[src/rtl/hpve_pkg.sv]
`timescale 1ns / 1ps
`default_nettype none
package hpve_pkg;
   localparam int MaxSamples = 256;
   localparam int CntW = $clog2(MaxSamples) + 1;
   localparam int IdxW = 8;
   localparam int TempW = 15;
   localparam int SumW = 25;
   localparam int GainW = 16;
   localparam int VelW = 20;
   localparam int StatW = 2;
   localparam int QDepth = 2;

   localparam logic [1:0] RegStart = 2'd0;
   localparam logic [1:0] RegEnd = 2'd1;
   localparam logic [1:0] RegGain = 2'd2;

   localparam logic [StatW-1:0] StOk = 2'd0;
   localparam logic [StatW-1:0] StInvalid = 2'd1;
   localparam logic [StatW-1:0] StClamp = 2'd2;
   localparam logic [StatW-1:0] StBadIdx = 2'd3;

   localparam logic [VelW-1:0] VelInvalid = 20'd999999;
   localparam logic [15:0] Ln2Q16 = 16'd45426;

   typedef struct packed {
      logic signed [SumW-1:0] sum_ub;
      logic signed [SumW-1:0] sum_db;
      logic signed [SumW-1:0] sum_ua;
      logic signed [SumW-1:0] sum_da;
      logic [CntW-1:0]        size;
      logic [IdxW-1:0]        start_idx;
      logic [IdxW-1:0]        stop_idx;
      logic [GainW-1:0]       gain;
   } job_type;
endpackage
`default_nettype wire

[src/rtl/hpve_front.sv]
`timescale 1ns / 1ps
`default_nettype none
module hpve_front (
   input  wire logic                         clock,
   input  wire logic                         reset,
   input  wire logic                         csr_valid,
   output logic                              csr_ready,
   input  wire logic [1:0]                   csr_index,
   input  wire logic [15:0]                  csr_data,
   input  wire logic                         in_valid,
   output logic                              in_ready,
   input  wire logic [hpve_pkg::TempW-1:0]   temp_up,
   input  wire logic [hpve_pkg::TempW-1:0]   temp_down,
   input  wire logic                         last,
   output logic                              push,
   output hpve_pkg::job_type                 job,
   input  wire logic                         q_full
);
   import hpve_pkg::*;

   logic [IdxW-1:0] start_ff, stop_ff;
   logic [GainW-1:0] gain_ff;
   logic [CntW-1:0] count_ff, count_in;
   logic signed [SumW-1:0] ub_ff, db_ff, ua_ff, da_ff;
   logic signed [SumW-1:0] ub_in, db_in, ua_in, da_in;
   logic accept, keep;
   logic [IdxW-1:0] idx;
   logic signed [SumW-1:0] tu, td;

   assign csr_ready = 1'b1;
   assign in_ready = !q_full;
   assign accept = in_valid && in_ready;
   assign keep = !count_ff[CntW-1];
   assign idx = count_ff[IdxW-1:0];
   assign tu = SumW'($signed(temp_up));
   assign td = SumW'($signed(temp_down));

   always_comb begin
      ub_in = ub_ff;
      db_in = db_ff;
      ua_in = ua_ff;
      da_in = da_ff;
      count_in = count_ff;
      if (accept && keep) begin
         if (idx < start_ff) begin
            ub_in = ub_ff + tu;
            db_in = db_ff + td;
         end else if (idx > stop_ff) begin
            ua_in = ua_ff + tu;
            da_in = da_ff + td;
         end
         count_in = count_ff + 1'b1;
      end
   end

   assign push = accept && last;
   always_comb begin
      job.sum_ub = ub_in;
      job.sum_db = db_in;
      job.sum_ua = ua_in;
      job.sum_da = da_in;
      job.size = count_in;
      job.start_idx = start_ff;
      job.stop_idx = stop_ff;
      job.gain = gain_ff;
   end

   always_ff @(posedge clock) begin
      if (reset) begin
         start_ff <= 8'd10;
         stop_ff <= 8'd30;
         gain_ff <= 16'd3840;
         count_ff <= '0;
         ub_ff <= '0;
         db_ff <= '0;
         ua_ff <= '0;
         da_ff <= '0;
      end else begin
         if (csr_valid) begin
            case (csr_index)
               RegStart: start_ff <= csr_data[IdxW-1:0];
               RegEnd: stop_ff <= csr_data[IdxW-1:0];
               RegGain: gain_ff <= csr_data;
               default: ;
            endcase
         end
         if (push) begin
            count_ff <= '0;
            ub_ff <= '0;
            db_ff <= '0;
            ua_ff <= '0;
            da_ff <= '0;
         end else begin
            count_ff <= count_in;
            ub_ff <= ub_in;
            db_ff <= db_in;
            ua_ff <= ua_in;
            da_ff <= da_in;
         end
      end
   end
endmodule
`default_nettype wire

[config.mk]
export PLATFORM = sky130hd
export DESIGN_NAME = hpve_front
export DESIGN_NICKNAME = d
export VERILOG_FILES = /design/src/rtl/hpve_pkg.sv /design/src/rtl/hpve_front.sv
export SDC_FILE = /design/constraint.sdc
export NUM_CORES = 1
export LEC_CHECK = 0
export BUFFER_PORTS_ARGS = -buffer_cell sky130_fd_sc_hd__buf_4
export CORE_MARGIN = 3
export CORE_UTILIZATION = 30
export DETAILED_ROUTE_END_ITERATION = 8
export PLACE_DENSITY = 0.47
export SLEW_MARGIN = 0
export SYNTH_ARGS = -nofsm -noshare
export SYNTH_HDL_FRONTEND = slang
export SYNTH_SLANG_ARGS = --single-unit
[constraint.sdc]
create_clock -name clock -period 7.05 [get_ports clock]
set_input_delay 0.705 -clock clock [delete_from_list [all_inputs] [get_ports clock]]
set_output_delay 0.705 -clock clock [all_outputs]
set_load 0.01 [all_outputs]
After elaboration in Yosys (flattened, before gate mapping)
Index checks and enable logic that the tools add are counted.
{"block": "op_classes", "add_sub_neg": 5, "n_lt_le_gt_ge": 2, "n_eq_ne": 2, "n_mux": 11, "reduce_logical": 10}
{"op": "$mux 25", "n": 10}
{"op": "$add 25x15->25", "n": 4}
{"op": "$add 9x1->9 const B", "n": 1}
{"op": "$mux 9", "n": 1}
{"op": "$gt 8x8->1", "n": 1}
{"op": "$lt 8x8->1", "n": 1}
{"op": "$reduce_and 2->1", "n": 3}
{"op": "$logic_and 1x1->1", "n": 3}
{"op": "$eq 2x1->1 const B", "n": 1}
{"op": "$eq 2x2->1 const B", "n": 1}
{"op": "$logic_not 1->1", "n": 2}
{"op": "$logic_not 2->1", "n": 1}
{"op": "$reduce_or 2->1", "n": 1}
{"block": "word_totals", "register_bits": 141, "inputBits": 54, "output_inout_bits": 144, "word_cells": 38}

Depth between registers and ports, before layout
{"block": "depth", "ltp_word": 4, "ltp_mapped": 12, "depth_no_buf": 10}

Least setup slack after synthesis
No wires, ideal clock.
{"block": "synth_timing", "path_kind": "input -> output", "startpoint": "input port temp_down[0] (netlist name)", "endpoint": "output port job[115] (netlist name)", "arrival_time_ns": 3.037, "required_ns": 6.345, "slack_ns": 3.308, "cell_stages": 9, "path_buffers": 0, "path_cell_list": "ha_1 > fa_1 > a21o_1 > a311o_1 > a221o_1 > a31o_4 > a41oi_2 > mux2i_1 > xnor2_1"}
{"element": "start, declared", "line_no": "hpve_front.sv:13", "rtl": "input wire logic [hpve_pkg::TempW-1:0] temp_down,"}
{"element": "end, declared", "line_no": "hpve_front.sv:16", "rtl": "output hpve_pkg::job_type job,"}

==> flow_results.org <==
** Logic synthesis
- Synthesis produced 1,399 cells.
- After synthesis, the netlist uses 75 different library cells.
- Dominant cells by area after synthesis :: dfxtp_1 26%, ha_1 13%, nand2_1 8.1%
- Cell accounting for the most synthesized area :: dfxtp_1
- Async S/R FF share, synth :: 0%
- Most numerous cell types in the synthesized netlist :: 234 x nand2_1, 141 x dfxtp_1, 137 x a21oi_1, 112 x ha_1, 84 x and2_1
- Summing every instance area after synthesis gives 0.0108 mm2.
- The share of synthesized area in the top cell type comes to 26.2%.
- Count of yosys warnings during synthesis :: 0
- Most used standard cell by instance count after synthesis :: nand2_1
- For this run, the leading register cell type out of synthesis is dfxtp_1.
- Number of synthesized register bits :: 141
- In this run the mean area of a mapped cell was 7.71 um2.
- Summing the sequential cell areas from Yosys gives 26.2% of the chip area.
- Syn Nets :: 1,569
- Number of synthesized flops with an enable pin :: 0

** Cells and area
- Post-route non-filler standard cell count :: 2,026
- Final core utilization :: 37.7%
- For this run, the post-layout net count is 1,728.
- The post-route netlist has 16.7% of its cells at a drive strength greater than 1.
- Number of inserted filler cells in the final layout :: 3,707
- Post-route cell area :: 0.0132 mm2
- Area Growth Syn to Fin :: 22.3%

** Die
- The floorplan step set the die height to 196 um.
- Num rows :: 68
- The floorplan step defined a die boundary enclosing 0.0383 mm2.
- The die is 196 um wide.
- 198 I/O pins were placed.
- Core Region :: 0.0350 mm2
- Initial cell density of the core :: 30.8%

** Pwr
- Summed over all cells, the static leakage comes to 6.31 nW.
- In this run the power density over the cells is 169 mW/mm2.
- The worst-case IR drop observed on VDD is 0.169 mV.

** Setup path
- Along the worst path, the maximum fanout reaches 46.
- The worst setup path is captured at a primary output.
- Startpoint of the lowest-slack register-to-register path :: stop_ff[1]$_SDFFE_PP1P_
- CP Data Arrival Time :: 4.04 ns
- Worst reg2reg path endpoint :: da_ff[19]$_SDFF_PP0_
- Data on the critical path is required at its endpoint by 6.34 ns.
- The worst setup path is launched from a register.
- The setup path with the least slack is of type register to primary output.
- In this run the worst setup path terminates at job[60].
- Setup slack on the worst flop-to-flop path :: 3.40 ns
- Tracing the worst setup path back leads to its startpoint at stop_ff[1]$_SDFFE_PP1P_.
- Reg2reg path depth :: 11

** Drt
- Detailed routing inserted a total of 10,200 vias.
- Dividing the detail-routed via count by the number of cells gives 5.05.
- In the final routed layout, each cell accounts on average for 16.7 um.
- Drt total wl :: 33,800 um
- DRC violation count after routing :: 0
- The first detailed-routing pass ran for 5 iterations.
- The detail route stage leaves a number of antenna-violating nets equal to 0.
- For this block, the initial DRC count from the detailed router was 373.

** GRT
- The via count of the first global-routing pass came to 10,000.
- The initial antenna violation count is 0.
- Largest net degree at the start of global routing :: 47
- For this run, the total global-route usage over all layers was measured as 17.5%.
- Routing usage on met3 :: 4.71%
- In the global route stage, met2 resource usage came out at 28.4%.
- Busiest grt layer :: met2
- Met1 track demand over resource in global routing :: 23.3%
- The first global-routing pass estimated 54,100 um of wire.
- After global routing the overflow that remains totals 0.

** Timing
- At the pin with the least slew margin, the transition time is 1.03 ns.
- The worst path needs 4.75 ns of the cycle, external delays included.
- Final Max Slew Viols :: 0
- Setup repair after global routing left no endpoint under its margin.
- The final critical path takes up 67.3% of the cycle.
- The hold violation total from the final report was 0.
- Worst Skew :: 0.0106 ns
- Setup total negative slack on the finished layout was measured at 0 ns.
- Headroom to the max-slew limit came out at 31.3%.
- Setup violations remaining at the end of the flow were counted as 0.
- Highest achievable clock rate :: 211 MHz

** Clock network
- TritonCTS built the clock tree.
- Counting along the longest clock path gives a buffer depth of 2.
- Number of buffers created by CTS :: 17
- Cell chosen for the clock root :: clkbuf_16
- After clock tree synthesis, the clock-pin slew on the worst setup and hold paths is 0.07 ns.
- Latest clock arrival within the worst-skew pair :: 0.44 ns
- Post-CTS timing repair inserted 0 buffers for setup.
- The number of hold buffers added after CTS was 0.
- Post-cts resize count :: 0
- The clock tree synthesis step divided the H-tree into 4 levels.
- Sink Count :: 141

** Placed design
- Once placement completed, the tool counted placed cells totaling 1,994.
- Final weighted congestion in routability-driven placement :: 0.812
- DP Wirelength :: 25,700 um
- Buffers placed on the I/O ports in this run total 196.
- Dpl cell area :: 0.0126 mm2

** Worst hold path
- Worst hold start :: gain_ff[15]$_SDFFE_PP0P_
- The worst hold path belongs to the class register to register.

** Outcome
- Status :: complete, no violations

** Job
- Across the run, the number of max-cap violations was 0.
sequential cells by signal (all words and copies together), names as in the netlist:
register / flops
count_ff: 9
da_ff: 25
gain_ff: 16
db_ff: 25
ub_ff: 25
ua_ff: 25
stop_ff: 8
start_ff: 8
metal layers:
metal	share of wire, %	wire [um]
met2	46	15500
met5	0	0
met4	1.2	401
met3	5.9	2000
met1	47	15900
per-stage QoR:
step	total power [mW]	worst slack (ns)	hold slack, ns
3_5_place_dp	1.36	2.37	0.450
4_1_cts	2.27	2.25	0.444
6_report	2.23	2.30	0.457
2_1_floorplan	1.17	3.31	0.456
5_1_grt	2.36	1.88	0.450
3_3_place_gp	1.35	2.41	0.443
report_power, final:
group	internal (mW)	switching (mW)	leakage (nW)
registers	0.822	0.0153	1.14
clock network	0.489	0.406	0.260
logic	0.210	0.286	4.90
total	1.52	0.707	6.31
final cells by class:
cell class / instances / area, um2 / share of cell area (%)
multi-input combinational: 1167 / 7610 / 57.7
sequential: 141 / 2820 / 21.4
timing repair buffer: 201 / 1510 / 11.4
tap: 455 / 569 / 4.32
clock buffer: 17 / 425 / 3.23
clock inverter: 14 / 134 / 1.01
inverter: 30 / 113 / 0.854
antenna: 1 / 2.50 / 0.0190
critical path, stage by stage (launching register included):
cell,delay (ns)
dfxtp_1,0.33
inv_1,0.07
ha_1,0.29
nor2b_1,0.12
o211ai_1,0.09
a21o_1,0.16
a21oi_1,0.56
nand2_2,0.64
buf_4,0.50
or4_1,0.54
o211ai_1,0.12
buf_4,0.15
cells in the final DEF (no fill, tap or decap), drive strengths merged, types with 4 or more instances in the layout:
cell type,Yosys,routed
a211o,5,5
a211oi,10,10
a21o,56,56
a21oi,137,137
a221o,4,4
a221oi,4,4
a31o,6,6
a31oi,12,12
a41oi,4,4
and2,85,85
and3,18,18
and4,6,6
buf,4,201
clkbuf,57,17
clkinvlp,0,5
dfxtp,141,141
fa,4,4
ha,112,112
inv,30,36
mux2,11,11
mux2i,17,17
nand2,234,234
nand2b,11,11
nand3,31,31
nand3b,6,6
nand4,20,20
nor2,81,81
nor2b,8,8
nor3,14,14
o211ai,7,7
o21a,16,16
o21ai,95,95
o21bai,12,12
o31ai,10,10
o41ai,4,4
or2,6,6
or3,11,11
xnor2,49,49
xor2,29,29
how the worst min path moves through the flow:
stage / end / slack [ns] / depth (start not counted)
2_1_floorplan: ua_ff[24]$_SDFF_PP0_ / 0.46 / 2
3_3_place_gp: gain_ff[12]$_SDFFE_PP0P_ / 0.44 / 2
3_5_place_dp: gain_ff[12]$_SDFFE_PP0P_ / 0.45 / 2
4_1_cts: gain_ff[8]$_SDFFE_PP1P_ / 0.44 / 3
5_1_grt: gain_ff[8]$_SDFFE_PP1P_ / 0.45 / 3
6_report: gain_ff[15]$_SDFFE_PP0P_ / 0.46 / 2
kinds of logic (layout without fill, tap and decap cells):
logic type	count (synthesis)	after routing	share of synthesized area, %
adders and majority gates	116	116	13.7
and+or+nand+nor	540	540	23.9
other	1	2	0.0348
DFF	141	141	26.2
AOI/OAI and AO/OA	404	404	23.7
buffers and inverters	91	262	3.36
muxes	28	28	2.76
xor gates and xnor gates	78	78	6.33
(Power assumes the default switching activity.)
