==> src/rtl/hpve_pkg.sv <==
`timescale 1ns / 1ps
`default_nettype none
package hpve_pkg;
   localparam int MaxSamples = 256;
   localparam int CntW = $clog2(MaxSamples) + 1;
   localparam int IdxW = 8;
   localparam int TempW = 15;
   localparam int SumW = 25;
   localparam int GainW = 16;
   localparam int VelW = 20;
   localparam int StatW = 2;
   localparam int QDepth = 2;

   localparam logic [1:0] RegStart = 2'd0;
   localparam logic [1:0] RegEnd = 2'd1;
   localparam logic [1:0] RegGain = 2'd2;

   localparam logic [StatW-1:0] StOk = 2'd0;
   localparam logic [StatW-1:0] StInvalid = 2'd1;
   localparam logic [StatW-1:0] StClamp = 2'd2;
   localparam logic [StatW-1:0] StBadIdx = 2'd3;

   localparam logic [VelW-1:0] VelInvalid = 20'd999999;
   localparam logic [15:0] Ln2Q16 = 16'd45426;

   typedef struct packed {
      logic signed [SumW-1:0] sum_ub;
      logic signed [SumW-1:0] sum_db;
      logic signed [SumW-1:0] sum_ua;
      logic signed [SumW-1:0] sum_da;
      logic [CntW-1:0]        size;
      logic [IdxW-1:0]        start_idx;
      logic [IdxW-1:0]        stop_idx;
      logic [GainW-1:0]       gain;
   } job_type;
endpackage
`default_nettype wire

==> src/rtl/hpve_back.sv <==
`timescale 1ns / 1ps
`default_nettype none
module hpve_back (
   input  wire logic                        clock,
   input  wire logic                        reset,
   input  wire logic                        q_not_empty,
   output logic                             pop,
   input  wire hpve_pkg::job_type           q_job,
   output logic                             out_valid,
   input  wire logic                        out_ready,
   output logic [hpve_pkg::VelW-1:0]        velocity_centi,
   output logic [hpve_pkg::StatW-1:0]       status
);
   import hpve_pkg::*;

   typedef enum logic [11:0] {
      S_IDLE = 12'b000000000001,
      S_PROD = 12'b000000000010,
      S_DIFF = 12'b000000000100,
      S_CHK  = 12'b000000001000,
      S_NORM = 12'b000000010000,
      S_SQR  = 12'b000000100000,
      S_SQB  = 12'b000001000000,
      S_LOGD = 12'b000010000000,
      S_V1   = 12'b000100000000,
      S_V2   = 12'b001000000000,
      S_V3   = 12'b010000000000,
      S_DONE = 12'b100000000000
   } state_type;

   state_type state_ff;
   job_type job_ff;
   logic [1:0] pc_ff;
   logic signed [34:0] prod_ff [4];
   logic signed [35:0] n_ff, d_ff;
   logic [35:0] norm_ff;
   logic [5:0] e_ff;
   logic [31:0] m_ff;
   logic [63:0] sq_ff;
   logic [15:0] frac_ff;
   logic [3:0] it_ff;
   logic which_ff;
   logic [21:0] logn_ff;
   logic [21:0] lval_ff;
   logic [37:0] p_ff;
   logic [34:0] lo_ff, hi_ff;
   logic [VelW-1:0] vel_ff;
   logic [StatW-1:0] st_ff;
   logic out_valid_ff;
   logic [VelW-1:0] rvel_ff;
   logic [StatW-1:0] rst_ff;

   logic signed [SumW-1:0] psum;
   logic [CntW-1:0] pfac, na;
   logic [32:0] sq_top;
   logic [22:0] ldiff;
   logic [54:0] total;
   logic bad, empty;
   logic load;

   assign na = job_ff.size - CntW'(job_ff.stop_idx) - 1'b1;
   assign bad = (CntW'(job_ff.start_idx) >= job_ff.size) ||
                (CntW'(job_ff.stop_idx) >= job_ff.size) ||
                (job_ff.start_idx > job_ff.stop_idx);
   assign empty = (job_ff.start_idx == '0) || (na == '0);
   assign sq_top = sq_ff[63:31];
   assign ldiff = {1'b0, logn_ff} - {1'b0, e_ff, frac_ff};
   assign total = 55'(hi_ff) * 55'(2**19) + 55'(lo_ff) + 55'(2**39);

   always_comb begin
      case (pc_ff)
         2'd0: begin psum = job_ff.sum_da; pfac = CntW'(job_ff.start_idx); end
         2'd1: begin psum = job_ff.sum_db; pfac = na; end
         2'd2: begin psum = job_ff.sum_ua; pfac = CntW'(job_ff.start_idx); end
         default: begin psum = job_ff.sum_ub; pfac = na; end
      endcase
   end

   assign pop = (state_ff == S_IDLE) && q_not_empty;
   assign load = (state_ff == S_DONE) && (!out_valid_ff || out_ready);
   assign out_valid = out_valid_ff;
   assign velocity_centi = rvel_ff;
   assign status = rst_ff;

   always_ff @(posedge clock) begin
      if (reset) begin
         out_valid_ff <= 1'b0;
      end else if (load) begin
         out_valid_ff <= 1'b1;
         rvel_ff <= (st_ff == StOk) ? VelW'(total[54:40]) : vel_ff;
         rst_ff <= st_ff;
      end else if (out_ready) begin
         out_valid_ff <= 1'b0;
      end
   end

   always_ff @(posedge clock) begin
      if (reset) begin
         state_ff <= S_IDLE;
      end else begin
         case (state_ff)
            S_IDLE: begin
               if (q_not_empty) begin
                  job_ff <= q_job;
                  pc_ff <= '0;
                  state_ff <= S_PROD;
               end
            end
            S_PROD: begin
               prod_ff[pc_ff] <= 35'(psum * $signed({1'b0, pfac}));
               pc_ff <= pc_ff + 1'b1;
               if (pc_ff == 2'd3) state_ff <= S_DIFF;
            end
            S_DIFF: begin
               n_ff <= 36'(prod_ff[0]) - 36'(prod_ff[1]);
               d_ff <= 36'(prod_ff[2]) - 36'(prod_ff[3]);
               state_ff <= S_CHK;
            end
            S_CHK: begin
               if (bad) begin
                  vel_ff <= '0;
                  st_ff <= StBadIdx;
                  state_ff <= S_DONE;
               end else if (empty || n_ff == '0 || d_ff == '0 || (n_ff[35] != d_ff[35])) begin
                  vel_ff <= VelInvalid;
                  st_ff <= StInvalid;
                  state_ff <= S_DONE;
               end else begin
                  norm_ff <= n_ff[35] ? 36'(-n_ff) : n_ff;
                  e_ff <= 6'd35;
                  which_ff <= 1'b0;
                  state_ff <= S_NORM;
               end
            end
            S_NORM: begin
               if (norm_ff[35]) begin
                  m_ff <= norm_ff[35:4];
                  frac_ff <= '0;
                  it_ff <= '0;
                  state_ff <= S_SQR;
               end else begin
                  norm_ff <= {norm_ff[34:0], 1'b0};
                  e_ff <= e_ff - 1'b1;
               end
            end
            S_SQR: begin
               sq_ff <= 64'(m_ff) * 64'(m_ff);
               state_ff <= S_SQB;
            end
            S_SQB: begin
               frac_ff <= {frac_ff[14:0], sq_top[32]};
               m_ff <= sq_top[32] ? sq_top[32:1] : sq_top[31:0];
               it_ff <= it_ff + 1'b1;
               state_ff <= (it_ff == 4'd15) ? S_LOGD : S_SQR;
            end
            S_LOGD: begin
               if (!which_ff) begin
                  logn_ff <= {e_ff, frac_ff};
                  norm_ff <= d_ff[35] ? 36'(-d_ff) : d_ff;
                  e_ff <= 6'd35;
                  which_ff <= 1'b1;
                  state_ff <= S_NORM;
               end else if (ldiff[22]) begin
                  vel_ff <= '0;
                  st_ff <= StClamp;
                  state_ff <= S_DONE;
               end else begin
                  lval_ff <= ldiff[21:0];
                  state_ff <= S_V1;
               end
            end
            S_V1: begin
               p_ff <= 38'(job_ff.gain) * 38'(lval_ff);
               state_ff <= S_V2;
            end
            S_V2: begin
               lo_ff <= 35'(p_ff[18:0]) * 35'(Ln2Q16);
               state_ff <= S_V3;
            end
            S_V3: begin
               hi_ff <= 35'(p_ff[37:19]) * 35'(Ln2Q16);
               state_ff <= S_DONE;
               st_ff <= StOk;
               vel_ff <= '0;
            end
            S_DONE: begin
               if (load) state_ff <= S_IDLE;
            end
            default: state_ff <= S_IDLE;
         endcase
      end
   end
endmodule
`default_nettype wire

==> config.mk <==
export PLATFORM = sky130hd
export DESIGN_NAME = hpve_back
export DESIGN_NICKNAME = d
export VERILOG_FILES = /design/src/rtl/hpve_pkg.sv /design/src/rtl/hpve_back.sv
export SDC_FILE = /design/constraint.sdc
export NUM_CORES = 2
export LEC_CHECK = 0
export ABC_AREA = 1
export BUFFER_PORTS_ARGS = -buffer_cell sky130_fd_sc_hd__buf_2
export CORE_MARGIN = 4
export CORE_UTILIZATION = 50
export CTS_CLUSTER_DIAMETER = 100
export CTS_CLUSTER_SIZE = 14
export DETAILED_ROUTE_END_ITERATION = 10
export PLACE_DENSITY = 0.76
export SYNTH_ARGS = -nofsm -noshare
export SYNTH_HDL_FRONTEND = slang
export SYNTH_SLANG_ARGS = --single-unit
==> constraint.sdc <==
create_clock -name clock -period 14.9 [get_ports clock]
set_input_delay 0.745 -clock clock [delete_from_list [all_inputs] [get_ports clock]]
set_output_delay 0.745 -clock clock [all_outputs]
set_load 0.01 [all_outputs]
* Yosys cells after proc, flatten, opt, wreduce, memory -nomap -nowiden
Memory sizes are Yosys's and may differ from the RTL's.
Index checks and enable logic that the tools add are counted.
** Storage, ports and cells
- Bits in registers :: 581
- Latch bits :: 0
- RAM bits :: 140
- ROM bits :: 0
- Input bits :: 145
- Output and inout bits :: 24
- Logic and storage cells :: 174
- Memories kept :: 1
** Cells by class
- Add/subtract/negate cells :: 12
- Multipliers :: 5
- Div/mod/pow operators :: 0
- Magnitude comparators :: 3
- Equality and inequality tests :: 28
- Shifts and indexed selects :: 0
- Multiplexer cells :: 52
- Bitwise logic cells :: 3
- Reductions and logical operators :: 39
** Memories
- prod_ff :: depth 4, bits a word 35, rd ports 4, clocked after Yosys merged registers in 0, write ports 1, RTL line hpve_back.sv:34 : logic signed [34:0] prod_ff [4];
** Operators by type and width (number)
- 2-to-1 mux 36 bit :: 6
- case mux 12 bit (12 select lines) :: 1
- case mux 36 bit (3 select lines) :: 1
- 2-to-1 mux 12 bit :: 8
- 2-to-1 mux 20 bit :: 4
- case mux 25 bit (3 select lines) :: 1
- zero test 36 bit :: 2
- negation 36 bit :: 2
- subtractor 35 x 35 -> 36 bit :: 2
- multiplier 19 x 15 -> 34 bit (second input constant) :: 2
- multiplier 32 x 32 -> 64 bit :: 1
- 2-to-1 mux 32 bit :: 2
- case mux 32 bit (2 select lines) :: 1
- case mux 20 bit (3 select lines) :: 1
- adder 54 x 35 -> 55 bit :: 1
- adder 55 x 40 -> 55 bit (second input constant) :: 1
- multiplier 16 x 22 -> 38 bit :: 1
- multiplier 25 x 10 -> 35 bit :: 1
- case mux 16 bit (2 select lines) :: 1
- 2-to-1 mux 6 bit :: 4
- subtractor 22 x 22 -> 23 bit :: 1
- inequality test 2 bit (second input constant) :: 10
- >= comparator 8 x 9 -> 1 bit :: 2
- case mux 6 bit (3 select lines) :: 1
- 49 further kinds :: 85

* Depth between registers and ports, before layout
- Depth after elaboration :: 10
- Gate-level depth with buffers :: 36
- Depth with buffers taken out :: 36

* Worst setup path after synthesis
Ideal clock, no wire load.
- Kind :: flip-flop to flip-flop
- Start :: register state_ff[11]
- End :: register job_ff[0] in the netlist's numbering (enable)
- Setup time :: 0.814 ns
- Arrival time :: 10.628 ns
- Required time :: 14.086 ns
- Setup slack :: 3.458 ns
- Cell stages (with the launch flop) :: 8
- Path buffers :: 0
- Period minus slack after synthesis :: 11.442 ns
- Path through :: dfxtp_1 -> inv_1 -> nand2_1 -> nor2_4 -> nand2_2 -> nor4_1 -> inv_1 -> nor3_1
** Between the ends
- Longest elaborated chain between the ends :: 2
** Ends and longest elaborated chain
- from (decl) :: RTL line hpve_back.sv:31 : state_type state_ff;
- from (signal assigned) :: RTL line hpve_back.sv:154 : state_ff <= (it_ff == 4'd15) ? S_LOGD : S_SQR;
- == test 12 x 1 -> 1 bit :: RTL line hpve_back.sv:101 : case (state_ff)
- AND reduction 3 bit (no line)
- to (signal assigned) :: RTL line hpve_back.sv:104 : job_ff <= q_job;
- to (decl) :: RTL line hpve_back.sv:32 : job_type job_ff;
No other way between the ends.
A chain may end at the register's enable or synchronous reset.

* Worst setup path in the final report
- Start :: register job_ff[16] in the netlist's numbering
- End :: memory prod_ff[2][30], data pin
** Between the ends
- Longest elaborated chain between the ends :: 4
** Ends and longest elaborated chain
- subtractor 9 x 8 -> 9 bit :: RTL line hpve_back.sv:61 : assign na = job_ff.size - CntW'(job_ff.stop_idx) - 1'b1;
- subtractor 9 x 1 -> 9 bit :: RTL line hpve_back.sv:61
- 2-to-1 mux 9 bit :: RTL line hpve_back.sv:71 : case (pc_ff)
- multiplier 25 x 10 -> 35 bit :: RTL line hpve_back.sv:110 : prod_ff[pc_ff] <= 35'(psum * $signed({1'b0, pfac}));
- to (decl) :: RTL line hpve_back.sv:34
No other way between the ends.

==> results_dict.tcl <==
set metrics [dict create \
    status "finished, violations left" \
    violations "design-rule violations" \
    synth_edf_count 635 \
    slew_viol_final 0 \
    vias_per_cell 5.387 \
    synth.top_cells.by_count "inv_1, nand2_1, fa_1" \
    ant_nets 0 \
    synth_top_flop_cell "edfxtp_1" \
    rsz0062_at_grt "no" \
    synth_top_area_cell "fa_1" \
    antenna_found_initial 10 \
    worstSetupStartpointType "register" \
    firstDrtPassIters 10 \
    cts-root-buf "clkbuf_16" \
    area_growth_pct 5.575 \
    arrival_ns 8.22 \
    yosys_warnings 0 \
    coreArea_um2 181300 \
    netlist_area_um2 91430 \
    cts_tree "built" \
    cp_num_buf_inv 6 \
    synth_cell_type_count 75 \
    avgRoutedWirePerCell_um 19.49 \
    critical_path.top_delay_family "adder cells" \
    grt_pass1_wl_um 396800 \
    die_area_um2 189800 \
    cts.sink_count 648 \
    clkLatencyLatePin_ns 0.72 \
    cts_buffer_depth 3 \
    drt_iter0_markers 4948 \
    htreeDepth 2 \
    grt_remaining_overflow 0 \
    layout.nets 12813 \
    tns_ns 0 \
    cts_inserted_buffers 55 \
    drive_gt1_share_pct 4.452 \
    critPathSlowestCell "inv_1" \
    yosys.cell_count.top_type "inv_1" \
    grt_usage_pct 26.50 \
    ys_ff_latch 648 \
    synth.area.top_cells "fa_1, edfxtp_1, ha_1" \
    critical_path_peak_fanout 20 \
    min_period_ns 7.709 \
    crit_chain "inv_1, ha_1, inv_1, fa_1, nand2_1, o21ai_1, inv_1, nand2_1, fa_1, inv_1, fa_1, fa_1, fa_1, inv_1, fa_1, inv_1, ha_1, a21oi_1, a21boi_0, o21ai_0, a221oi_1, nand2_1, xor2_1" \
    fin_crit_sh_pct 51.74 \
    vias 68574 \
    rows 156 \
    cts.repair.resized 0 \
    cts_hold_buf 0 \
    post_cts.repair.setup_buffers 0 \
    synth.top_cell.area_share_pct 31.55 \
    drt-total-wl_um 248100 \
    dpl.hpwl_um 203300 \
    crit_type "reg2reg" \
    drv_cap 0 \
    async_flop_share_pct 0 \
    final-setup-viol-count 0 \
    drcViolationCount 2 \
    max_slew_margin_pct 15.61 \
    pin_count 169 \
    syn_nets 12757 \
    max_freq_ghz 0.1297 \
    nFillCells 16028 \
    synth_area_per_cell_um2 8.894 \
    finalInstanceArea_um2 96530 \
    portBuffers 167 \
    worstPathRequired_ns 15.41 \
    fin_skew_ns 0.05208 \
    synthCells 10280 \
    start_util_pct 50.42 \
    hold-worst-slack_ns 0.2041 \
    grt_max_degree 78 \
    gp_congestion 0.9863 \
    yosysSeqAreaShare_pct 21.14 \
    grt_pass1_vias 73837 \
    die_h_um 435.6 \
    die_w_um 435.6 \
    hp-class "in2reg" \
    end_kind "register" \
    crit_path_max_incr_delay_ns 0.74 \
    tightestPinTransition_ns 1.257 \
    clk_pin_slew_ns 0.07 \
    hold_violations 0 \
    placement.cell_area_um2 94940 \
]
==> sequential cells by signal (all words and copies together) (netlist names), 4 cells and up <==
register	flops
d_ff	36
e_ff	6
frac_ff	16
hi_ff	34
it_ff	4
job_ff	141
lo_ff	15
logn_ff	22
lval_ff	22
m_ff	32
n_ff	36
norm_ff	36
p_ff	38
prod_ff	140
sq_ff	33
state_ff	12
velocity_centi	16
==> path summary, 6_finish.rpt <==
check	from	endpoint	slack, ns	cells past startpoint
setup / recovery	job_ff[16]	prod_ff[2][30]	7.19	23
hold / removal	q_job[111]	job_ff[111]	0.20	1
setup reg to reg	job_ff[16]	prod_ff[2][30]	7.19	23
hold reg to reg	frac_ff[4]	logn_ff[4]	0.44	0
==> logic make-up after synthesis <==
group,count (synthesis),synth area share (%)
fa+ha+maj,2332,43.74
compound gates,956,6.477
xor+xnor,280,2.682
simple gates,3022,13.41
buf+inv,3041,12.55
other cells,1,0.004101
flops,648,21.14
==> metal layers <==
metal | up-vias | share of wire [%] | GRT usage [%] | wire length (um)
met3 | 703 | 6.7 | 3.923 | 16540
met2 | 2605 | 49 | 45.96 | 121600
li1 | 31350 | - | - | -
met5 | - | 0.031 | 0 | 76
met4 | 10 | 6.6 | 14.80 | 16490
met1 | 33906 | 38 | 31.63 | 93420
==> through the flow <==
step / util, % / setup WS (ns) / cells
2_1_floorplan: - / 3.458 / 10280
3_3_place_gp: 52.35 / 6.735 / 12647
3_5_place_dp: 52.36 / 7.314 / 12649
4_1_cts: 53.23 / 7.288 / 12725
5_1_grt: 53.23 / 6.905 / 12725
6_report: 53.24 / 7.191 / 12729
==> area by class of cell <==
cell class,instances,area [um^2],share of cell area [%]
sequential,648,19330,20.02
multi-input combinational,6591,60710,62.89
clock inverter,9,142.6,0.1478
inverter,2792,10480,10.86
tap,2370,2965,3.072
antenna,4,10.01,0.01037
clock buffer,67,1443,1.494
timing repair buffer,248,1448,1.500
==> layout by cell type (no fill, tap or decap), types with 41 or more instances in the layout <==
master / count
nand2_1: 1911
a21o_1: 54
fa_1: 1441
nor3_1: 75
nor2_1: 658
clkbuf_16: 56
nand4_1: 50
a21oi_1: 359
buf_2: 167
o21bai_1: 41
buf_4: 80
xnor2_1: 91
ha_1: 891
nand3_1: 202
edfxtp_1: 635
o21ai_0: 194
a31oi_1: 50
xor2_1: 189
o221ai_1: 42
inv_1: 2778
Power is left out: the tool's default activity adds up to more than one toggle a clock period on the data nets, which glitch-free logic cannot reach.
