File: src/rtl/hpve_pkg.sv
`timescale 1ns / 1ps
`default_nettype none
package hpve_pkg;
   localparam int MaxSamples = 256;
   localparam int CntW = $clog2(MaxSamples) + 1;
   localparam int IdxW = 8;
   localparam int TempW = 15;
   localparam int SumW = 25;
   localparam int GainW = 16;
   localparam int VelW = 20;
   localparam int StatW = 2;
   localparam int QDepth = 2;

   localparam logic [1:0] RegStart = 2'd0;
   localparam logic [1:0] RegEnd = 2'd1;
   localparam logic [1:0] RegGain = 2'd2;

   localparam logic [StatW-1:0] StOk = 2'd0;
   localparam logic [StatW-1:0] StInvalid = 2'd1;
   localparam logic [StatW-1:0] StClamp = 2'd2;
   localparam logic [StatW-1:0] StBadIdx = 2'd3;

   localparam logic [VelW-1:0] VelInvalid = 20'd999999;
   localparam logic [15:0] Ln2Q16 = 16'd45426;

   typedef struct packed {
      logic signed [SumW-1:0] sum_ub;
      logic signed [SumW-1:0] sum_db;
      logic signed [SumW-1:0] sum_ua;
      logic signed [SumW-1:0] sum_da;
      logic [CntW-1:0]        size;
      logic [IdxW-1:0]        start_idx;
      logic [IdxW-1:0]        stop_idx;
      logic [GainW-1:0]       gain;
   } job_type;
endpackage
`default_nettype wire

File: src/rtl/hpve_queue.sv
`timescale 1ns / 1ps
`default_nettype none
module hpve_queue (
   input  wire logic               clock,
   input  wire logic               reset,
   input  wire logic               push,
   input  wire hpve_pkg::job_type  wr_job,
   output logic                    full,
   output logic                    not_empty,
   input  wire logic               pop,
   output hpve_pkg::job_type       rd_job
);
   import hpve_pkg::*;

   job_type slot_ff [QDepth];
   logic [$clog2(QDepth)-1:0] wp_ff, rp_ff;
   logic [$clog2(QDepth):0] cnt_ff;

   assign full = cnt_ff == ($clog2(QDepth)+1)'(QDepth);
   assign not_empty = cnt_ff != '0;
   assign rd_job = slot_ff[rp_ff];

   always_ff @(posedge clock) begin
      if (push) slot_ff[wp_ff] <= wr_job;
   end

   always_ff @(posedge clock) begin
      if (reset) begin
         wp_ff <= '0;
         rp_ff <= '0;
         cnt_ff <= '0;
      end else begin
         if (push) wp_ff <= wp_ff + 1'b1;
         if (pop) rp_ff <= rp_ff + 1'b1;
         case ({push, pop})
            2'b10: cnt_ff <= cnt_ff + 1'b1;
            2'b01: cnt_ff <= cnt_ff - 1'b1;
            default: ;
         endcase
      end
   end
endmodule
`default_nettype wire

File: config.mk
export PLATFORM = sky130hd
export DESIGN_NAME = hpve_queue
export DESIGN_NICKNAME = d
export VERILOG_FILES = /design/src/rtl/hpve_pkg.sv /design/src/rtl/hpve_queue.sv
export SDC_FILE = /design/constraint.sdc
export NUM_CORES = 1
export LEC_CHECK = 0
export ABC_CLOCK_PERIOD_IN_PS = 11750
export BUFFER_PORTS_ARGS = -buffer_cell sky130_fd_sc_hd__buf_2
export CORE_MARGIN = 1
export CORE_UTILIZATION = 45
export DETAILED_ROUTE_END_ITERATION = 7
export GPL_TIMING_DRIVEN = 0
export PLACE_DENSITY = 0.7
export SYNTH_ARGS = -nofsm -noshare
export SYNTH_HDL_FRONTEND = slang
export SYNTH_SLANG_ARGS = --single-unit
File: constraint.sdc
create_clock -name clock -period 11.75 [get_ports clock]
set_input_delay 0.5875 -clock clock [delete_from_list [all_inputs] [get_ports clock]]
set_output_delay 0.5875 -clock clock [all_outputs]
set_load 0.02 [all_outputs]
## After elaboration in Yosys (flattened, before gate mapping)

Memory sizes are Yosys's and may differ from the RTL's. A register that Yosys moved wholly into a read port is not among the register bits.
Index checks and enable logic that the tools add are counted.

| storage, ports and cells | value |
|---|---|
| bits of input ports | 145 |
| logic and storage cells | 18 |
| output and inout bits | 143 |
| bits in registers | 4 |
| bits in writable memories | 282 |
| memories | 1 |

Memories:

| memory | words | bits a word | rd ports | clocked after memory_dff | write ports | line | RTL |
|---|---|---|---|---|---|---|---|
| slot_ff | 2 | 141 | 1 | 1 | 1 | hpve_queue.sv:15 | `job_type slot_ff [QDepth];` |

| cells by class | value |
|---|---|
| mux-type cells | 5 |
| equality and inequality tests | 3 |
| $add $sub $neg | 4 |
| reduce and logical (&&, ||, !) cells | 2 |

Operators by type and width:

| operator | count |
|---|---|
| == test 2 bit (second input constant) | 2 |
| two-way mux 1 bit | 4 |
| one-hot mux 2 bit (2 select lines) | 1 |
| nonzero test 2 bit | 2 |
| adder 1 bit (second input constant) | 2 |
| adder 2 x 1 -> 2 bit (second input constant) | 1 |
| == test 2 x 1 -> 1 bit (second input constant) | 1 |
| subtractor 2 x 1 -> 2 bit (second input constant) | 1 |

## Longest topological paths before layout

Gate-level depths: netlist of the first run.

| depth | value |
|---|---|
| word-level depth | 3 |
| gate-level depth with buffers | 5 |
| gate-level depth less buffers | 5 |

## Worst setup path before layout of the first run

No wires, ideal clock.

| timing | value |
|---|---|
| path kind | input -> register |
| start | input push |
| end | memory slot_ff[0][0] (netlist bit), enable pin |
| arrival | 6.551 ns |
| stages on the path | 2 |
| setup slack | 4.552 ns |
| buffers on the path | 0 |
| cell sequence | inv_1 > nor2_1 |

| on the way | value |
|---|---|
| word-level cells in the longest chain between the ends | 2 |

Ends and longest elaborated chain:

| element | line | RTL |
|---|---|---|
| from (decl) | hpve_queue.sv:6 | `input wire logic push,` |
| two-way mux 1 bit | hpve_queue.sv:24 | `if (push) slot_ff[wp_ff] <= wr_job;` |
| two-way mux 1 bit (not written as such) | hpve_queue.sv:24 |  |
| to (decl) | hpve_queue.sv:15 |  |

Every way passes these cells.

==> run_results.csv, run 1 <==
group,metric,value,unit
synthesis,synth_top_cell_area_share,78.8,%
synthesis,syn_avg_cell_area,23.3,um2
synthesis,synth-edff-count,282,
timing,worstMarginPinSlew,601,ps
clocking,cts_tree,"yes",
detailed_routing,antenna_left,0,
global_routing,antenna_found_initial,5,
die,rows,56,
placed_design,dpl.hpwl,13700,um
detailed_routing,drt_iter0_markers,268,
setup_path,critical_path_required,11160,ps
die,start_util,45.8,%
synthesis,ys.flop_type,"edfxtp_1",
timing,post-route-period-util,21.4,%
global_routing,grt_overflow,0,
synthesis,synth_area_leaders,"edfxtp_1 (79%), mux2_4 (13%), mux2_2 (5.3%)",
timing,max-slew-margin-rel,59.8,%
synthesis,synth.net_count,607,
setup_path,timing.rr.end,"slot_ff[0][56]",
finish,final_util,57.7,%
finish,final_layout_size_suffix_gt1_share,61.0,%
synthesis,synth_warnings,0,
die,dieArea,24500,um2
clocking,cts_sinks,287,
setup_path,path_max_fanout,10,
detailed_routing,met1_length,7550,um
clocking,clk_path_buf_depth,3,
timing,slew_viol_final,0,
setup_path,r2r_start,"wp_ff",
synthesis,synth.distinct_cells,17,
clocking,cts_max_level,1,
run_status,status,"finished clean",
global_routing,grt_use_total,15.6,%
timing,max_freq,398,MHz
detailed_routing,met3_length,1930,um
detailed_routing,top_layer,"met5",
synthesis,yosys.cell_count.top_type,"edfxtp_1",
detailed_routing,first_pass_iters,4,
synthesis,synthCells,461,
timing,rsz0062_at_grt,"false",
setup_path,endpoint,"rd_job[35]",
synthesis,synth_commonest_cells,"edfxtp_1 (282), mux2_4 (90), mux2_2 (51)",
synthesis,async_flop_share,0,%
pwr,power.density,172,nW/um2
detailed_routing,wl_met2,9610,um
detailed_routing,route.vias.total,5360,
placed_design,gp_congestion,0.703,
die,ios,288,
setup_path,crit_type,"flop to output port",
global_routing,grt_pass1_wl,29200,um
global_routing,grt_max_degree,67,
worst_hold_path,min_path_cells,1,
die,die_h,157,um
timing,hold_viol_final,0,
clocking,clock-root-buffer,"clkbuf_16",
detailed_routing,routedWlPerCell,17.5,um
timing,timing.final.crit_period,2510,ps
global_routing,grt_pass1_vias,5500,
setup_path,start_kind,"flop",
finish,final_nets,931,
setup_path,crit_arrival,1930,ps
synthesis,synth-seq-cells,287,
detailed_routing,drc_errors,0,
detailed_routing,wl,19800,um
clocking,post-cts-setup-buffer-count,0,
setup_path,r2r_cells,3,
placed_design,io_buffers,287,
die,core,23500,um2
setup_path,ff2ff_setup_slack,9990,ps
pwr,leakagePower,5.29,nW
timing,tns,0,ps
pwr,irDropWorstVdd,0.000139,V
worst_hold_path,hold_class,"input pin to flop",
clocking,hold_buffers,0,
timing,final-setup-viol-count,0,
die,die_w,157,um
clocking,clk_pin_slew,60,ps
detailed_routing,via_per_inst,4.76,
finish,layout-area-overhead-vs-synth,26.1,%
synthesis,synth.largest_area_cell,"edfxtp_1",
flow_run,cap_violations,0,
synthesis,synth_area,10700,um2
setup_path,endpoint_kind,"output port",
clocking,cts_made_buffers,29,
clocking,clk_latency,530,ps
synthesis,seq_area_frac_synth,79.7,%
timing,skew,11.9,ps
clocking,cts_resized,0,
## metal layers
layer | global-route usage [%] | vias up
met4 | 5.28 | 4
met5 | 0 | -
met2 | 26.7 | 209
met3 | 6.20 | 48
met1 | 17.9 | 2614
li1 | - | 2485
## layout make-up
class | instances | area [um2]
Antenna cell | 2 | 5.00
Buffer | 16 | 143
Clock buffer | 35 | 748
Clock inverter | 17 | 77.6
Fill cell | 1738 | 9920
Inverter | 1 | 3.75
Multi-Input combinational cell | 157 | 2040
Sequential cell | 287 | 8570
Tap cell | 319 | 399
Timing Repair Buffer | 293 | 1560
## through the flow
stage | std cells | setup slack, ps | hold WS, ps | area [um2] | power, mW
detailed placement | 1073 | 9580 | 491 | 12700 | 1.56
CTS | 1125 | 9160 | 208 | 13500 | 2.37
global route | 1126 | 9140 | 215 | 13500 | 2.42
global placement | 1067 | 1570 | 483 | 12600 | 1.56
floorplan | 461 | 4550 | 456 | 10700 | 1.45
finish | 1127 | 9240 | 240 | 13500 | 2.33
## kinds of logic after synthesis
group | synth area share [%]
muxes | 17.9
adders and majority gates | 0.116
AOI/OAI and AO/OA | 0.0931
xor gates and xnor gates | 0.326
and+or+nand+nor | 0.431
buffers and inverters | 1.36
DFF | 79.7
## worst min-delay path by stage
stage                startpoint              end  slack [ps]
floorplan             cnt_ff[1]        cnt_ff[1]         460
global route         wr_job[91]   slot_ff[0][91]         220
global placement      cnt_ff[1]        cnt_ff[1]         480
detailed placement    cnt_ff[1]        cnt_ff[1]         490
CTS                 wr_job[126]  slot_ff[0][126]         210
finish              wr_job[126]  slot_ff[0][126]         240
## worst max-delay path: stages, from the launching register on
cell and delay (ps):
dfxtp_1 300, buf_2 160, buf_6 220, buf_6 220
mux2_4 320, buf_2 170
## state kept, by name (all words and copies together), names as in the netlist, named ones only
signal and cells:
wp_ff 1, cnt_ff 2, slot_ff 282, rp_ff 1
## placed cells by master (no fill, tap or decap)
master	n
and2b_2	1
and2_4	1
edfxtp_1	282
mux2_2	51
buf_2	293
ha_1	1
buf_6	10
clkbuf_16	29
diode_2	2
a21oi_1	1
buf_12	5
xnor2_1	3
o21ai_0	1
nor2_4	1
or3_1	1
clkinv_1	8
or2_2	1
clkinvlp_4	1
nor2_1	4
clkbuf_1	6
buf_16	1
mux2_4	90
clkinv_2	8
xor2_1	1
dfxtp_1	5
inv_1	1
## report_power, final
part | switching [mW] | leakage, nW | total (mW) | internal (mW)
combinational | 0.180 | 2.19 | 0.323 | 0.143
clock | 0.351 | 0.408 | 0.800 | 0.449
sequential | 0.0150 | 2.69 | 1.21 | 1.20
total | 0.546 | 5.29 | 2.33 | 1.79
Power figures use the tool's default switching activity.
==> run 2: changes to the inputs <==
--- a/config.mk
+++ b/config.mk
@@ -5,7 +5,8 @@
 export SDC_FILE = /design/constraint.sdc
 export NUM_CORES = 1
 export LEC_CHECK = 0
-export ABC_CLOCK_PERIOD_IN_PS = 11750
+export ABC_AREA = 1
+export ABC_CLOCK_PERIOD_IN_PS = 2500
 export BUFFER_PORTS_ARGS = -buffer_cell sky130_fd_sc_hd__buf_2
 export CORE_MARGIN = 1
 export CORE_UTILIZATION = 45
==> constraint.sdc (replaced) <==
create_clock -name clock -period 2.5 [get_ports clock]
set_input_delay 0.125 -clock clock [delete_from_list [all_inputs] [get_ports clock]]
set_output_delay 0.125 -clock clock [all_outputs]
set_load 0.02 [all_outputs]
==> run 2 against run 1 <==
Critical path depth increased by 2; synthesized cell count increased by 2.4%; global-route usage increased by 2.1 points; clock power increased to 5.4 times the previous value; combinational power increased to 5.1 times the previous value; die area increased by 0.26%; via count increased by 13%; clock-buffer cell count increased by 7; largest power group unchanged; largest cell class unchanged; clock skew decreased by 5.2 ps; core utilization increased by 7.1 points; total power increased to 5.0 times the previous value; critical endpoint is now slot_ff[0][77]; cell area increased by 12%.
==> run_results.csv, run 2 <==
group,metric,value,unit
setup_path,endpoint_kind,"flop",
timing,post-route-period-util,79.7,%
detailed_routing,first_pass_iters,4,
synthesis,synth.distinct_cells,16,
finish,layout_commonest_cell,"buf_2",
timing,max_freq,502,MHz
synthesis,seq_area_frac_synth,79.5,%
clocking,cts_resized,0,
synthesis,synth-edff-count,282,
finish,final_nets,1090,
pwr,p_comb_share,14.2,%
finish,final_layout_size_suffix_gt1_share,51.2,%
die,dieArea,24600,um2
timing,max-slew-margin-rel,48.7,%
global_routing,antenna_found_initial,2,
detailed_routing,route.vias.total,6035,
worst_hold_path,hold_class,"input pin to flop",
detailed_routing,antenna_left,0,
setup_path,crit_type,"input pin to flop",
setup_path,critical_path_required,2740,ps
global_routing,busiest_layer,"met2",
finish,multi_input_area,2030,um2
finish,regArea,8570,um2
placed_design,io_buffers,287,
run_status,status,"finished clean",
synthesis,synth.net_count,618,
pwr,leakagePower,6.01,nW
synthesis,synth_warnings,0,
finish,reg_top3,"slot_ff x282, cnt_ff x2",
die,die_w,157,um
synthesis,ys.flop_type,"edfxtp_1",
pwr,switching_share,22.5,%
die,core,23500,um2
global_routing,grt_overflow,0,
synthesis,yosys.cell_count.top_type,"edfxtp_1",
detailed_routing,wl,22400,um
clocking,cts_max_level,1,
die,ios,288,
timing,skew,6.73,ps
timing,slew_viol_final,0,
placed_design,gp_congestion,0.664,
setup_path,cp-startpoint,"push",
pwr,clock_power_share,37.1,%
timing,rsz0062_at_grt,"false",
clocking,cts_sinks,287,
finish,final_util,64.8,%
detailed_routing,routedWlPerCell,17.3,um
worst_hold_path,hold_start,"wr_job[9]",
timing,timing.final.crit_period,1990,ps
detailed_routing,drc_errors,0,
setup_path,start_kind,"input pin",
finish,largest_reg_flops,282,
finish,fillerInstances,1612,
global_routing,grt_max_degree,41,
synthesis,syn_avg_cell_area,22.8,um2
die,rows,56,
detailed_routing,via_per_inst,4.68,
clocking,cts_tree,"yes",
timing,worstMarginPinSlew,768,ps
pwr,pwr-share-seq,48.7,%
flow_run,cap_violations,0,
pwr,power.density,761,nW/um2
clocking,clk_pin_slew,60,ps
pwr,switchingPower,2.61,mW
clocking,cts_made_buffers,30,
synthesis,synth_commonest_cells,"edfxtp_1 (282), mux2_4 (90), mux2_2 (51)",
timing,final-setup-viol-count,0,
timing,hold_ws,307,ps
setup_path,path_max_fanout,30,
pwr,intPower,8.97,mW
global_routing,grt_use_met3,4.68,%
global_routing,grt_use_total,17.7,%
synthesis,synth.largest_area_cell,"edfxtp_1",
synthesis,synth_area_leaders,"edfxtp_1 (79%), mux2_4 (13%), mux2_2 (5.3%)",
global_routing,grt_pass1_vias,6515,
global_routing,use_met2,32.7,%
synthesis,synth_area,10800,um2
synthesis,synthCells,472,
die,die_h,157,um
timing,hold_viol_final,0,
die,start_util,45.9,%
synthesis,synth-seq-cells,287,
synthesis,synth_top_cell_area_share,78.6,%
finish,layout_common_cells,"buf_2 (292), edfxtp_1 (282), dlygate4sd3_1 (145)",
pwr,irDropWorstVdd,0.000925,V
setup_path,crit_arrival,2230,ps
global_routing,grt_pass1_wl,33400,um
finish,largest_register,"slot_ff",
clocking,clock-root-buffer,"clkbuf_16",
placed_design,dpl.hpwl,13600,um
finish,layout-area-overhead-vs-synth,41.3,%
clocking,clk_latency,530,ps
detailed_routing,drt_iter0_markers,255,
clocking,clk_path_buf_depth,3,
setup_path,r2r_start,"wp_ff",
synthesis,async_flop_share,0,%
global_routing,grtUsageMet1,20.0,%
## run 2: cell count changes after synthesis, sizes merged, moves of 2 or more
cell / delta
nor2: +4
xnor2: -2
nand2: +6
inv: +6
## run 2: critical path, stage by stage
cell           delay [ps]
dlygate4sd3_1         530
buf_2                 130
inv_1                  80
nor2_4                610
buf_12                300
buf_12                220
buf_16                180
## run 2: final cells by class
class                      instances  share of cell area [%]
clock inverter                    14                   0.904
antenna                            2                  0.0329
buffer                            16                    1.00
tap                              319                    2.62
clock buffer                      42                    5.43
timing repair buffer             440                    20.1
inverter                           7                   0.197
multi-input combinational        162                    13.4
sequential                       287                    56.3
## run 2: kinds of logic (layout without fill, tap and decap cells)
group,Yosys count,in the layout,share of synthesized area [%]
multiplexers,141,141,17.9
XOR/XNOR,1,1,0.0813
buffers and inverters,23,519,1.66
flip-flops,287,287,79.5
AO/OA/AOI/OAI,2,2,0.0928
AND/OR/NAND/NOR,17,17,0.627
other,0,2,0
adder cells (fa/ha/maj),1,1,0.116
## run 2: routing by layer
layer	vias to the layer above	wire (um)	share of wire, %
met5	-	0	0
met4	0	495	2.2
met2	238	11500	52
met1	2946	8620	39
met3	42	1690	7.6
li1	2809	-	-
## run 2: repair_timing
item                      4_1_cts  5_1_grt
setup buffers                   0        0
hold buffers                  145        0
hold endpoints to repair      287        0
## run 2: worst paths after layout
check	slack, ps	end	cells past startpoint
worst max register to register	540	slot_ff[0][77]	4
worst max-delay path	510	slot_ff[0][77]	7
worst min-delay path	310	slot_ff[0][9]	2
worst min register to register	510	rp_ff	2
## run 2: stage by stage
step | setup TNS [ps] | setup WS (ps) | total power, mW | cell area [um2] | std cells
2_1_floorplan | -98650 | -383 | 6.67 | 10800 | 472
5_1_grt | 0 | 416 | 12.0 | 15200 | 1289
6_report | 0 | 508 | 11.6 | 15200 | 1289
4_1_cts | 0 | 442 | 11.7 | 15200 | 1287
3_5_place_dp | 0 | 501 | 7.19 | 12800 | 1086
3_3_place_gp | -451520 | -1700 | 7.15 | 12600 | 1078
## run 2: power groups by stage
stage                     Clock, mW  Combinational (mW)  Sequential (mW)
after floorplan                   0               0.940             5.73
after global placement            0                1.40             5.75
after detailed placement          0                1.46             5.73
after CTS                      4.39                1.65             5.63
after global routing           4.58                1.75             5.65
final                          4.29                1.65             5.64
